<file path="src/lgpb_pkg.sv">
// lgpb_pkg: shared types, constants and blend arithmetic for the gradient blend
// used by lgpb_weight, lgpb_mix and linear_gradient_pixel_blend
// no dependencies
package lgpb_pkg;

    localparam int MAX_DIM   = 4096;
    localparam int POS_W     = 12;
    localparam int COL_W     = 8;
    localparam int SLOPE_W   = 32;
    localparam int WGT_FRAC  = 16;
    localparam int WGT_W     = WGT_FRAC + 1;
    localparam int XPROD_W   = POS_W + 1 + SLOPE_W;
    localparam int SUM_W     = XPROD_W + 2;
    localparam int DIFF_W    = COL_W + 1;
    localparam int PROD_W    = WGT_W + 1 + DIFF_W;
    localparam int NUM_CH    = 4;
    localparam int CFG_IDX_W = 8;

    localparam logic [WGT_W-1:0] WEIGHT_ONE = WGT_W'(1) << WGT_FRAC;
    localparam logic [16:0]      POS_MAX    = 17'(MAX_DIM - 1);

    localparam logic [CFG_IDX_W-1:0] CFG_X_SLOPE  = 8'd0;
    localparam logic [CFG_IDX_W-1:0] CFG_Y_SLOPE  = 8'd1;
    localparam logic [CFG_IDX_W-1:0] CFG_OFFSET   = 8'd2;
    localparam logic [CFG_IDX_W-1:0] CFG_ALPHA_EN = 8'd3;

    localparam int CH_RED   = 0;
    localparam int CH_GREEN = 1;
    localparam int CH_BLUE  = 2;
    localparam int CH_ALPHA = 3;

    typedef struct packed {
        logic [COL_W-1:0] red;
        logic [COL_W-1:0] green;
        logic [COL_W-1:0] blue;
        logic [COL_W-1:0] alpha;
    } t_rgba;

    typedef struct packed {
        t_rgba first;
        t_rgba second;
    } t_pix;

    // saturate a position to the image bound
    function automatic logic [POS_W-1:0] clamp_pos(logic [POS_W-1:0] p);
        if (17'(p) > POS_MAX) begin
            return POS_W'(POS_MAX);
        end
        return p;
    endfunction

    // weight times channel difference
    function automatic logic signed [PROD_W-1:0] blend_prod(logic [WGT_W-1:0] w,
                                                            logic [COL_W-1:0] a,
                                                            logic [COL_W-1:0] b);
        logic signed [DIFF_W-1:0] d;
        logic signed [WGT_W:0]    ws;
        d  = $signed({1'b0, b}) - $signed({1'b0, a});
        ws = $signed({1'b0, w});
        return ws * d;
    endfunction

    // divide by one with truncation toward zero, then add the first channel
    function automatic logic [COL_W-1:0] blend_fin(logic signed [PROD_W-1:0] prod,
                                                   logic [COL_W-1:0] a);
        logic signed [PROD_W-1:0] adj;
        adj = prod;
        if (prod[PROD_W-1]) begin
            adj = prod + $signed(PROD_W'(WEIGHT_ONE - WGT_W'(1)));
        end
        return COL_W'(a + adj[WGT_FRAC +: COL_W]);
    endfunction

endpackage

</file>
<file path="src/linear_gradient_pixel_blend.sv">
// linear_gradient_pixel_blend: top level with configuration registers
// instantiates lgpb_weight and lgpb_mix, depends on lgpb_pkg
//
// usage
//   input channel i_valid/o_ready carries one word: pixel position and two
//   rgba pixels. output channel o_valid/i_ready carries the blended rgba word.
//   configuration channel i_cfg_valid/o_cfg_ready writes i_cfg_data to the
//   register at i_cfg_index (x slope, y slope, offset, alpha enable); it is
//   always ready, unknown indexes are dropped. write it only while idle.
//   four register stages: position times slope, sum and clamp of the weight,
//   weight times channel difference, divide and add into the output register.
//   one word per cycle is sustained while the receiver keeps i_ready high;
//   when the receiver holds i_ready low the stages fill and o_ready falls only
//   once all four hold a word; nothing is lost or repeated.
//   reset empties the pipeline and clears all configuration registers to zero.
module linear_gradient_pixel_blend (
    input  logic                                  i_clk,
    input  logic                                  i_rst_n,
    input  logic                                  i_cfg_valid,
    output logic                                  o_cfg_ready,
    input  logic [lgpb_pkg::CFG_IDX_W-1:0]        i_cfg_index,
    input  logic [lgpb_pkg::SLOPE_W-1:0]          i_cfg_data,
    input  logic                                  i_valid,
    output logic                                  o_ready,
    input  logic [lgpb_pkg::POS_W-1:0]            i_pos_x,
    input  logic [lgpb_pkg::POS_W-1:0]            i_pos_y,
    input  logic [lgpb_pkg::COL_W-1:0]            i_first_red,
    input  logic [lgpb_pkg::COL_W-1:0]            i_first_green,
    input  logic [lgpb_pkg::COL_W-1:0]            i_first_blue,
    input  logic [lgpb_pkg::COL_W-1:0]            i_first_alpha,
    input  logic [lgpb_pkg::COL_W-1:0]            i_second_red,
    input  logic [lgpb_pkg::COL_W-1:0]            i_second_green,
    input  logic [lgpb_pkg::COL_W-1:0]            i_second_blue,
    input  logic [lgpb_pkg::COL_W-1:0]            i_second_alpha,
    output logic                                  o_valid,
    input  logic                                  i_ready,
    output logic [lgpb_pkg::COL_W-1:0]            o_out_red,
    output logic [lgpb_pkg::COL_W-1:0]            o_out_green,
    output logic [lgpb_pkg::COL_W-1:0]            o_out_blue,
    output logic [lgpb_pkg::COL_W-1:0]            o_out_alpha
);
    import lgpb_pkg::*;

    logic signed [SLOPE_W-1:0] r_x_slope;
    logic signed [SLOPE_W-1:0] r_y_slope;
    logic signed [SLOPE_W-1:0] r_offset;
    logic                      r_alpha_en;
    logic [2:0]                r_occ;

    t_pix             w_pix;
    logic             w_wgt_valid;
    logic             w_wgt_ready;
    logic [WGT_W-1:0] w_wgt;
    t_pix             w_wgt_pix;
    t_rgba            w_out;

    assign o_cfg_ready = 1'b1;

    always_ff @(posedge i_clk) begin
        if (!i_rst_n) begin
            r_x_slope  <= '0;
            r_y_slope  <= '0;
            r_offset   <= '0;
            r_alpha_en <= 1'b0;
        end else if (i_cfg_valid) begin
            case (i_cfg_index)
                CFG_X_SLOPE:  r_x_slope  <= $signed(i_cfg_data);
                CFG_Y_SLOPE:  r_y_slope  <= $signed(i_cfg_data);
                CFG_OFFSET:   r_offset   <= $signed(i_cfg_data);
                CFG_ALPHA_EN: r_alpha_en <= i_cfg_data[0];
                default:      ;
            endcase
        end
    end

    assign w_pix.first.red    = i_first_red;
    assign w_pix.first.green  = i_first_green;
    assign w_pix.first.blue   = i_first_blue;
    assign w_pix.first.alpha  = i_first_alpha;
    assign w_pix.second.red   = i_second_red;
    assign w_pix.second.green = i_second_green;
    assign w_pix.second.blue  = i_second_blue;
    assign w_pix.second.alpha = i_second_alpha;

    lgpb_weight u_weight (
        .i_clk     (i_clk),
        .i_rst_n   (i_rst_n),
        .i_valid   (i_valid),
        .o_ready   (o_ready),
        .i_pos_x   (i_pos_x),
        .i_pos_y   (i_pos_y),
        .i_pix     (w_pix),
        .i_x_slope (r_x_slope),
        .i_y_slope (r_y_slope),
        .i_offset  (r_offset),
        .o_valid   (w_wgt_valid),
        .i_ready   (w_wgt_ready),
        .o_weight  (w_wgt),
        .o_pix     (w_wgt_pix)
    );

    lgpb_mix u_mix (
        .i_clk      (i_clk),
        .i_rst_n    (i_rst_n),
        .i_valid    (w_wgt_valid),
        .o_ready    (w_wgt_ready),
        .i_weight   (w_wgt),
        .i_pix      (w_wgt_pix),
        .i_alpha_en (r_alpha_en),
        .o_valid    (o_valid),
        .i_ready    (i_ready),
        .o_rgba     (w_out)
    );

    assign o_out_red   = w_out.red;
    assign o_out_green = w_out.green;
    assign o_out_blue  = w_out.blue;
    assign o_out_alpha = w_out.alpha;

    // words in flight
    always_ff @(posedge i_clk) begin
        if (!i_rst_n) begin
            r_occ <= '0;
        end else begin
            r_occ <= r_occ + 3'(i_valid && o_ready) - 3'(o_valid && i_ready);
        end
    end

    a_occ_bound: assert property (@(posedge i_clk) disable iff (!i_rst_n)
        r_occ <= 3'd4)
        else $error("more words in flight than pipeline stages");

    a_out_has_word: assert property (@(posedge i_clk) disable iff (!i_rst_n)
        o_valid |-> r_occ != 3'd0)
        else $error("output word without an accepted input");

    a_empty_out_ready: assert property (@(posedge i_clk) disable iff (!i_rst_n)
        !o_valid |-> o_ready)
        else $error("input stalled while output stage is empty");

    a_weight_range: assert property (@(posedge i_clk) disable iff (!i_rst_n)
        w_wgt_valid |-> w_wgt <= WEIGHT_ONE)
        else $error("blend weight above one");

    a_reset_empty: assert property (@(posedge i_clk)
        !i_rst_n |=> !o_valid && r_occ == 3'd0)
        else $error("pipeline not empty after reset");

endmodule

</file>
<file path="src/lgpb_weight.sv">
// lgpb_weight: two pipeline stages forming the clamped 1.16 blend weight
// stage one multiplies position by slope, stage two sums and clamps
// depends on lgpb_pkg
module lgpb_weight (
    input  logic                                i_clk,
    input  logic                                i_rst_n,
    input  logic                                i_valid,
    output logic                                o_ready,
    input  logic [lgpb_pkg::POS_W-1:0]          i_pos_x,
    input  logic [lgpb_pkg::POS_W-1:0]          i_pos_y,
    input  lgpb_pkg::t_pix                      i_pix,
    input  logic signed [lgpb_pkg::SLOPE_W-1:0] i_x_slope,
    input  logic signed [lgpb_pkg::SLOPE_W-1:0] i_y_slope,
    input  logic signed [lgpb_pkg::SLOPE_W-1:0] i_offset,
    output logic                                o_valid,
    input  logic                                i_ready,
    output logic [lgpb_pkg::WGT_W-1:0]          o_weight,
    output lgpb_pkg::t_pix                      o_pix
);
    import lgpb_pkg::*;

    logic                      r_s1_vld;
    logic signed [XPROD_W-1:0] r_s1_xprod;
    logic signed [XPROD_W-1:0] r_s1_yprod;
    t_pix                      r_s1_pix;
    logic                      r_s2_vld;
    logic [WGT_W-1:0]          r_s2_wgt;
    t_pix                      r_s2_pix;

    logic                      w_en1;
    logic                      w_en2;
    logic signed [XPROD_W-1:0] n_xprod;
    logic signed [XPROD_W-1:0] n_yprod;
    logic signed [SUM_W-1:0]   w_sum;
    logic [WGT_W-1:0]          n_wgt;

    assign w_en2   = !r_s2_vld || i_ready;
    assign w_en1   = !r_s1_vld || w_en2;
    assign o_ready = w_en1;

    always_comb begin
        n_xprod = $signed({1'b0, clamp_pos(i_pos_x)}) * i_x_slope;
        n_yprod = $signed({1'b0, clamp_pos(i_pos_y)}) * i_y_slope;
    end

    always_comb begin
        w_sum = SUM_W'(r_s1_xprod) + SUM_W'(r_s1_yprod) + SUM_W'(i_offset);
        if (w_sum[SUM_W-1]) begin
            n_wgt = '0;
        end else if (w_sum > $signed(SUM_W'(WEIGHT_ONE))) begin
            n_wgt = WEIGHT_ONE;
        end else begin
            n_wgt = w_sum[WGT_W-1:0];
        end
    end

    always_ff @(posedge i_clk) begin
        if (!i_rst_n) begin
            r_s1_vld <= 1'b0;
            r_s2_vld <= 1'b0;
        end else begin
            if (w_en1) begin
                r_s1_vld <= i_valid;
            end
            if (w_en2) begin
                r_s2_vld <= r_s1_vld;
            end
        end
    end

    always_ff @(posedge i_clk) begin
        if (w_en1) begin
            r_s1_xprod <= n_xprod;
            r_s1_yprod <= n_yprod;
            r_s1_pix   <= i_pix;
        end
        if (w_en2) begin
            r_s2_wgt <= n_wgt;
            r_s2_pix <= r_s1_pix;
        end
    end

    assign o_valid  = r_s2_vld;
    assign o_weight = r_s2_wgt;
    assign o_pix    = r_s2_pix;

endmodule

</file>
<file path="src/lgpb_mix.sv">
// lgpb_mix: two pipeline stages blending red, green, blue (and alpha when i_alpha_en is set) by the weight
// stage one forms weight times difference, stage two divides and adds
// depends on lgpb_pkg
module lgpb_mix (
    input  logic                       i_clk,
    input  logic                       i_rst_n,
    input  logic                       i_valid,
    output logic                       o_ready,
    input  logic [lgpb_pkg::WGT_W-1:0] i_weight,
    input  lgpb_pkg::t_pix             i_pix,
    input  logic                       i_alpha_en,
    output logic                       o_valid,
    input  logic                       i_ready,
    output lgpb_pkg::t_rgba            o_rgba
);
    import lgpb_pkg::*;

    logic                     r_a_vld;
    logic signed [PROD_W-1:0] r_a_prod [NUM_CH];
    t_rgba                    r_a_first;
    logic                     r_b_vld;
    t_rgba                    r_b_rgba;

    logic                     w_ena;
    logic                     w_enb;
    logic [COL_W-1:0]         w_p1 [NUM_CH];
    logic [COL_W-1:0]         w_p2 [NUM_CH];
    logic signed [PROD_W-1:0] n_prod [NUM_CH];
    t_rgba                    n_rgba;

    assign w_enb   = !r_b_vld || i_ready;
    assign w_ena   = !r_a_vld || w_enb;
    assign o_ready = w_ena;

    always_comb begin
        w_p1[CH_RED]   = i_pix.first.red;
        w_p1[CH_GREEN] = i_pix.first.green;
        w_p1[CH_BLUE]  = i_pix.first.blue;
        w_p1[CH_ALPHA] = i_pix.first.alpha;
        w_p2[CH_RED]   = i_pix.second.red;
        w_p2[CH_GREEN] = i_pix.second.green;
        w_p2[CH_BLUE]  = i_pix.second.blue;
        w_p2[CH_ALPHA] = i_pix.second.alpha;
        for (int i = 0; i < NUM_CH; i++) begin
            n_prod[i] = blend_prod(i_weight, w_p1[i], w_p2[i]);
        end
    end

    always_comb begin
        n_rgba.red   = blend_fin(r_a_prod[CH_RED], r_a_first.red);
        n_rgba.green = blend_fin(r_a_prod[CH_GREEN], r_a_first.green);
        n_rgba.blue  = blend_fin(r_a_prod[CH_BLUE], r_a_first.blue);
        if (i_alpha_en) begin
            n_rgba.alpha = blend_fin(r_a_prod[CH_ALPHA], r_a_first.alpha);
        end else begin
            n_rgba.alpha = r_a_first.alpha;
        end
    end

    always_ff @(posedge i_clk) begin
        if (!i_rst_n) begin
            r_a_vld <= 1'b0;
            r_b_vld <= 1'b0;
        end else begin
            if (w_ena) begin
                r_a_vld <= i_valid;
            end
            if (w_enb) begin
                r_b_vld <= r_a_vld;
            end
        end
    end

    always_ff @(posedge i_clk) begin
        if (w_ena) begin
            for (int i = 0; i < NUM_CH; i++) begin
                r_a_prod[i] <= n_prod[i];
            end
            r_a_first <= i_pix.first;
        end
        if (w_enb) begin
            r_b_rgba <= n_rgba;
        end
    end

    assign o_valid = r_b_vld;
    assign o_rgba  = r_b_rgba;

endmodule
</file>
<file path="config.mk">
export PLATFORM = sky130hd
export DESIGN_NAME = linear_gradient_pixel_blend
export DESIGN_NICKNAME = d
export VERILOG_FILES = /design/src/lgpb_pkg.sv /design/src/linear_gradient_pixel_blend.sv /design/src/lgpb_weight.sv /design/src/lgpb_mix.sv
export SDC_FILE = /design/constraint.sdc
export NUM_CORES = 2
export LEC_CHECK = 0
export ABC_AREA = 1
export BUFFER_PORTS_ARGS = -buffer_cell sky130_fd_sc_hd__buf_2
export CAP_MARGIN = 20
export CORE_MARGIN = 4
export CORE_UTILIZATION = 44
export DETAILED_ROUTE_END_ITERATION = 10
export SYNTH_ARGS = -nofsm -noshare
export SYNTH_HDL_FRONTEND = slang
export SYNTH_SLANG_ARGS = --single-unit
</file>
<file path="constraint.sdc">
create_clock -name i_clk -period 10.09 [get_ports i_clk]
set_clock_uncertainty 0.05 [all_clocks]
set_input_delay 1.5135 -clock i_clk [delete_from_list [all_inputs] [get_ports i_clk]]
set_output_delay 1.5135 -clock i_clk [all_outputs]
set_load 0.02 [all_outputs]
</file>
Yosys cells after proc, flatten, opt, wreduce, memory -nomap -nowiden:

Memory sizes are Yosys's and may differ from the RTL's.
Cells that the tools add are included.

* magnitude comparators: 1
* reduce and logical (&&, ||, !) cells: 14
* $add $sub $neg: 14
* mux-type cells: 9
* multipliers: 6
* eq/ne operators: 3

Operators with widths (count)
* 24-bit two-way mux: 5
* 18-bit by 9-bit multiplier with 27-bit output: 4
* 24-bit by 17-bit adder with 24-bit output (second input constant): 4
* 13-bit by 32-bit multiplier with 45-bit output: 2
* 46-bit by 32-bit adder with 47-bit output: 1
* 47-bit by 18-bit greater-than comparator with 1-bit output (second input constant): 1
* 45-bit by 45-bit adder with 46-bit output: 1
* 8-bit by 8-bit subtractor with 9-bit output: 4
* 8-bit adder: 4
* 17-bit two-way mux: 1
* 8-bit by 2-bit == test with 1-bit output (second input constant): 2
* 8-bit by 1-bit == test with 1-bit output (second input constant): 1
* 8-bit logical NOT: 1
* 8-bit two-way mux: 1
* 2-bit AND reduction: 4
* 1-bit logical NOT: 4
* 1-bit logical OR: 4
* 1-bit two-way mux: 2
* 2-bit OR reduction: 1

* memories: 1
* RAM bits: 108
* logic and storage cells: 84
* register bits: 400
* bits of input ports: 133

Memory list
* u_mix.r_a_prod: words 4, width 27, rd ports 4, clocked after Yosys merged registers in 0, wr ports 4, line lgpb_mix.sv:19 `logic signed [PROD_W-1:0] r_a_prod [NUM_CH];`

Depth between registers and ports, before layout:

An unclocked memory read counts as a cell.

* depth after elaboration: 6
* gate-level depth with buffers: 33

Hierarchy:

A second synthesis with hierarchy kept.

* cells, all modules: 8884
* area, all modules: 72598.4 um^2

By module, submodules not included
* lgpb_weight: area each 40009.6 um^2, cells each 4932, sequential area each 7096.8 um^2, times used 1
* lgpb_mix: area each 28378.5 um^2, cells each 3367, sequential area each 4964.8 um^2, times used 1
* linear_gradient_pixel_blend: area each 4210.3 um^2, cells each 585, sequential area each 1941.9 um^2, times used 1

Worst setup path before layout:

No wires, ideal clock.

* path type: in2out
* start: input i_ready
* end: output o_ready
* path buffers: 0
* path slack: -139 ps
* stages: 6
* arrival: 8666 ps
* path through: nor2_1 inv_1 nor2_1 inv_1 nor2_1 nand2_1

* cells in the longest elaborated chain, start to end: 4

Ends and longest elaborated chain
* start: declaration: line linear_gradient_pixel_blend.sv:36 `input logic i_ready,`
* 1-bit logical OR: line lgpb_mix.sv:31 `assign w_enb = !r_b_vld || i_ready;`
* net u_mix.w_enb: line lgpb_mix.sv:25 `logic w_enb;`
* 1-bit logical OR: line lgpb_mix.sv:32 `assign w_ena = !r_a_vld || w_enb;`
* net u_mix.o_ready: line lgpb_mix.sv:8 `output logic o_ready,`
* 1-bit logical OR: line lgpb_weight.sv:37 `assign w_en2 = !r_s2_vld || i_ready;`
* 1-bit logical OR: line lgpb_weight.sv:38 `assign w_en1 = !r_s1_vld || w_en2;`
* end: declaration: line linear_gradient_pixel_blend.sv:24 `output logic o_ready,`

The timed path passes the listed nets, and every way through them passes these cells.

==> reports/metrics.cfg <==
[run_status]
status = finished, final reports clean

[power_and_ir_drop]
p_seq_share_pct = 34.1
clkPwrFrac_pct = 28.8
switching_share_pct = 36.8
p_switching_mw = 2.89
p_per_area_mw_per_mm2 = 106
power_leakage_nw = 40.2
intPower_mw = 4.96
p_comb_share_pct = 37.2
design_power_total_mw = 7.85
ir_worst_vdd_mv = 0.156

[yosys]
synthCells = 8106
syn_area_per_cell_sq_um = 8.56
synth_edf_count = 399
ys_seq_elements = 500
yosys_warnings = 0
mappedNetlistArea_sq_mm = 0.0694
synthFlopType = edfxtp_1
syn-num-nets = 9983
seq_area_frac_synth_pct = 20.2
async_flop_share_pct = 0
synth_cell_types = 54

[global_route]
grt_use_total_pct = 22.5
grt_pass1_vias = 54000
grt_pass1_wl_mm = 291
antenna_found_initial = 7
overflow = 0
grt_max_degree = 87

[route]
first_iter_violations = 3063
viasPerCell = 5.00
dr.pass1.iters = 5
drtAntennaViolNets = 0
met2_length_mm = 91.4
met3WireLength_mm = 8.40
routed_wl_mm = 180
drc_errors = 0
wl_per_cell_microns = 17.6
vias = 51100
highest_layer = met4
wl_met1_mm = 74.7

[cells_and_area]
nets = 9988
drive_gt1_share_pct = 4.78
fill_cells = 15200
area_delta_synth_final_pct = 7.06
final_common_cell = inv_1
fin_cells = 10200
mostFrequentLayoutCells = inv_1 (1920), nand2_1 (1739), fa_1 (1154)

[placement]
dp_hpwl_mm = 145
place_inst = 10100
place_congestion = 0.949
io_buffers = 166

[timing]
min_period_ns = 7.31
worst_pin_slew_ns = 1.11
setup_viol = 0
fin_setup_tns_ns = 0
slew_headroom_pct = 25.7
hold_viol = 0
rsz0062_at_grt = no
finalCritPeriodShare_pct = 72.4
slew_viol_final = 0
fmax_ghz = 0.137

[setup_path]
required_ns = 10.45
cp_common_cell = fa_1
critical-path-max-stage-delay_ns = 0.57
end_kind = flop
crit_slowest_cell = nand2_1
r2r_setup_slack_ns = 2.78
cp_max_fo = 15
cp_data_arrival_time_ns = 7.67
crit_type = reg2reg
startpoint_type = flop

[cts]
htree_levels = 2
cts_hold_buf = 0
post_cts_buffers = 0
cts_buffer_depth = 3
cts_tree = yes
cts-root-buf = clkbuf_16
clkSlewWorstSetupHoldPaths_ns = 0.06
cts_buffers = 60
cts.sinks = 500
cts.repair.resized = 0
clkLatencyLatePin_ns = 0.69

[floorplan]
rows = 145
die_h_microns = 405
initial_core_util_pct = 44.4
boundaryPins = 168
chipWidth_microns = 405
die_area_sq_mm = 0.164
coreArea_sq_mm = 0.156

[flow_run]
cap_violations = 0

[worst_hold_path]
hold_class = reg2reg

==> registers in the layout, indices dropped and copies added (netlist names) <==
signal / count
r_alpha_en: 1
r_offset: 32
r_x_slope: 32
r_y_slope: 32
u_mix.o_rgba: 32
u_mix.o_valid: 1
u_mix.r_a_first: 32
u_mix.r_a_prod: 100
u_mix.r_a_vld: 1
u_weight.o_pix: 64
u_weight.o_valid: 1
u_weight.o_weight: 17
u_weight.r_s1_pix: 64
u_weight.r_s1_vld: 1
u_weight.r_s1_xprod: 45
u_weight.r_s1_yprod: 45
==> area by class of cell <==
type                            instances  area [sq um]  area share [%]
Tap cell                             2058          2570            3.47
Clock inverter                         45           487           0.655
Inverter                             1928          7240            9.75
Clock buffer                           69          1590            2.14
Sequential cell                       500         14000            18.9
Multi-Input combinational cell       5413         47100            63.5
Antenna cell                            7          17.5          0.0236
Timing Repair Buffer                  208          1230            1.65
==> per-stage QoR <==
stage               setup WS [ns]  hold WS, ns  util, %  area [sq um]
floorplan                    1.23        0.350        -         69400
global placement             2.76        0.352     46.1         72100
detailed placement           2.61        0.355     46.1         72100
CTS                          2.78        0.347     47.4         74200
global route                 2.31        0.353     47.5         74300
finish                       2.78        0.351     47.5         74300
==> path summary, 6_finish.rpt <==
check / depth (start not counted) / endpoint / start
setup / recovery: 28 / u_mix.r_a_prod[0][21] / u_weight.o_pix[56]
hold / removal: 0 / u_weight.o_pix[30] / u_weight.r_s1_pix[30]
setup reg to reg: 28 / u_mix.r_a_prod[0][21] / u_weight.o_pix[56]
hold reg to reg: 0 / u_weight.o_pix[30] / u_weight.r_s1_pix[30]
==> cell usage after synthesis (4+ instances only) <==
| master | number | area, sq um |
|---|---|---|
| nand2_2 | 17 | 106 |
| edfxtp_1 | 399 | 12000 |
| nor2_1 | 824 | 3090 |
| nor2_4 | 4 | 45.0 |
| nand3b_1 | 20 | 150 |
| nor3_1 | 23 | 115 |
| xnor2_1 | 92 | 806 |
| nor2_2 | 11 | 68.8 |
| o221ai_1 | 4 | 35.0 |
| or2_2 | 16 | 100 |
| nand3_2 | 5 | 50.1 |
| clkbuf_1 | 246 | 923 |
| a211oi_1 | 4 | 30.0 |
| o21ai_0 | 202 | 1010 |
| buf_2 | 4 | 20.0 |
| nand4_1 | 32 | 200 |
| o21bai_1 | 10 | 75.1 |
| ha_1 | 590 | 7380 |
| nand2_1 | 1740 | 6530 |
| nor4_1 | 11 | 68.8 |
| nand3_1 | 104 | 521 |
| inv_1 | 1923 | 7220 |
| o211ai_1 | 8 | 60.1 |
| a21oi_2 | 14 | 123 |
| a21oi_1 | 268 | 1340 |
| dfxtp_1 | 101 | 2020 |
| and2_1 | 11 | 68.8 |
| a21boi_0 | 4 | 30.0 |
| buf_1 | 12 | 45.0 |
| a31oi_1 | 34 | 213 |
| fa_1 | 1154 | 23100 |
| a21o_1 | 22 | 165 |
| o21a_1 | 13 | 97.6 |
| o31ai_1 | 11 | 82.6 |
| xor2_1 | 144 | 1260 |
==> cell families after synthesis <==
kind of cell	after synthesis	share of synthesized area, %
XOR/XNOR	236	2.98
flip-flops	500	20.2
adder cells (fa/ha/maj)	1744	43.9
buffers and inverters	2193	11.9
AND/OR/NAND/NOR	2830	16.2
AO/OA/AOI/OAI	602	4.81
other	1	0.00541
==> worst max-delay path: cells and delay by family (launching register included) <==
kind / cells / cell delay [ns]
XOR/XNOR: 1 / 0.16
adder cells (fa/ha/maj): 8 / 3.35
AO/OA/AOI/OAI: 8 / 1.38
flip-flops: 1 / 0.42
buffers and inverters: 4 / 0.31
AND/OR/NAND/NOR: 7 / 1.37
==> power by group through the flow <==
stage	Combinational, mW	Clock [mW]	Sequential [mW]
floorplan	2.05	0	2.76
global placement	2.87	0	2.71
detailed placement	2.91	0	2.72
CTS	2.95	2.34	2.68
global route	3.32	2.42	2.70
finish	2.92	2.26	2.67
==> routing by layer <==
metal	GRT usage (%)	vias up
li1	-	24200
met2	40.7	1158
met4	6.11	0
met3	2.73	247
met5	0	-
met1	28.4	25400
No activity file was read; power rests on OpenSTA's default activity.
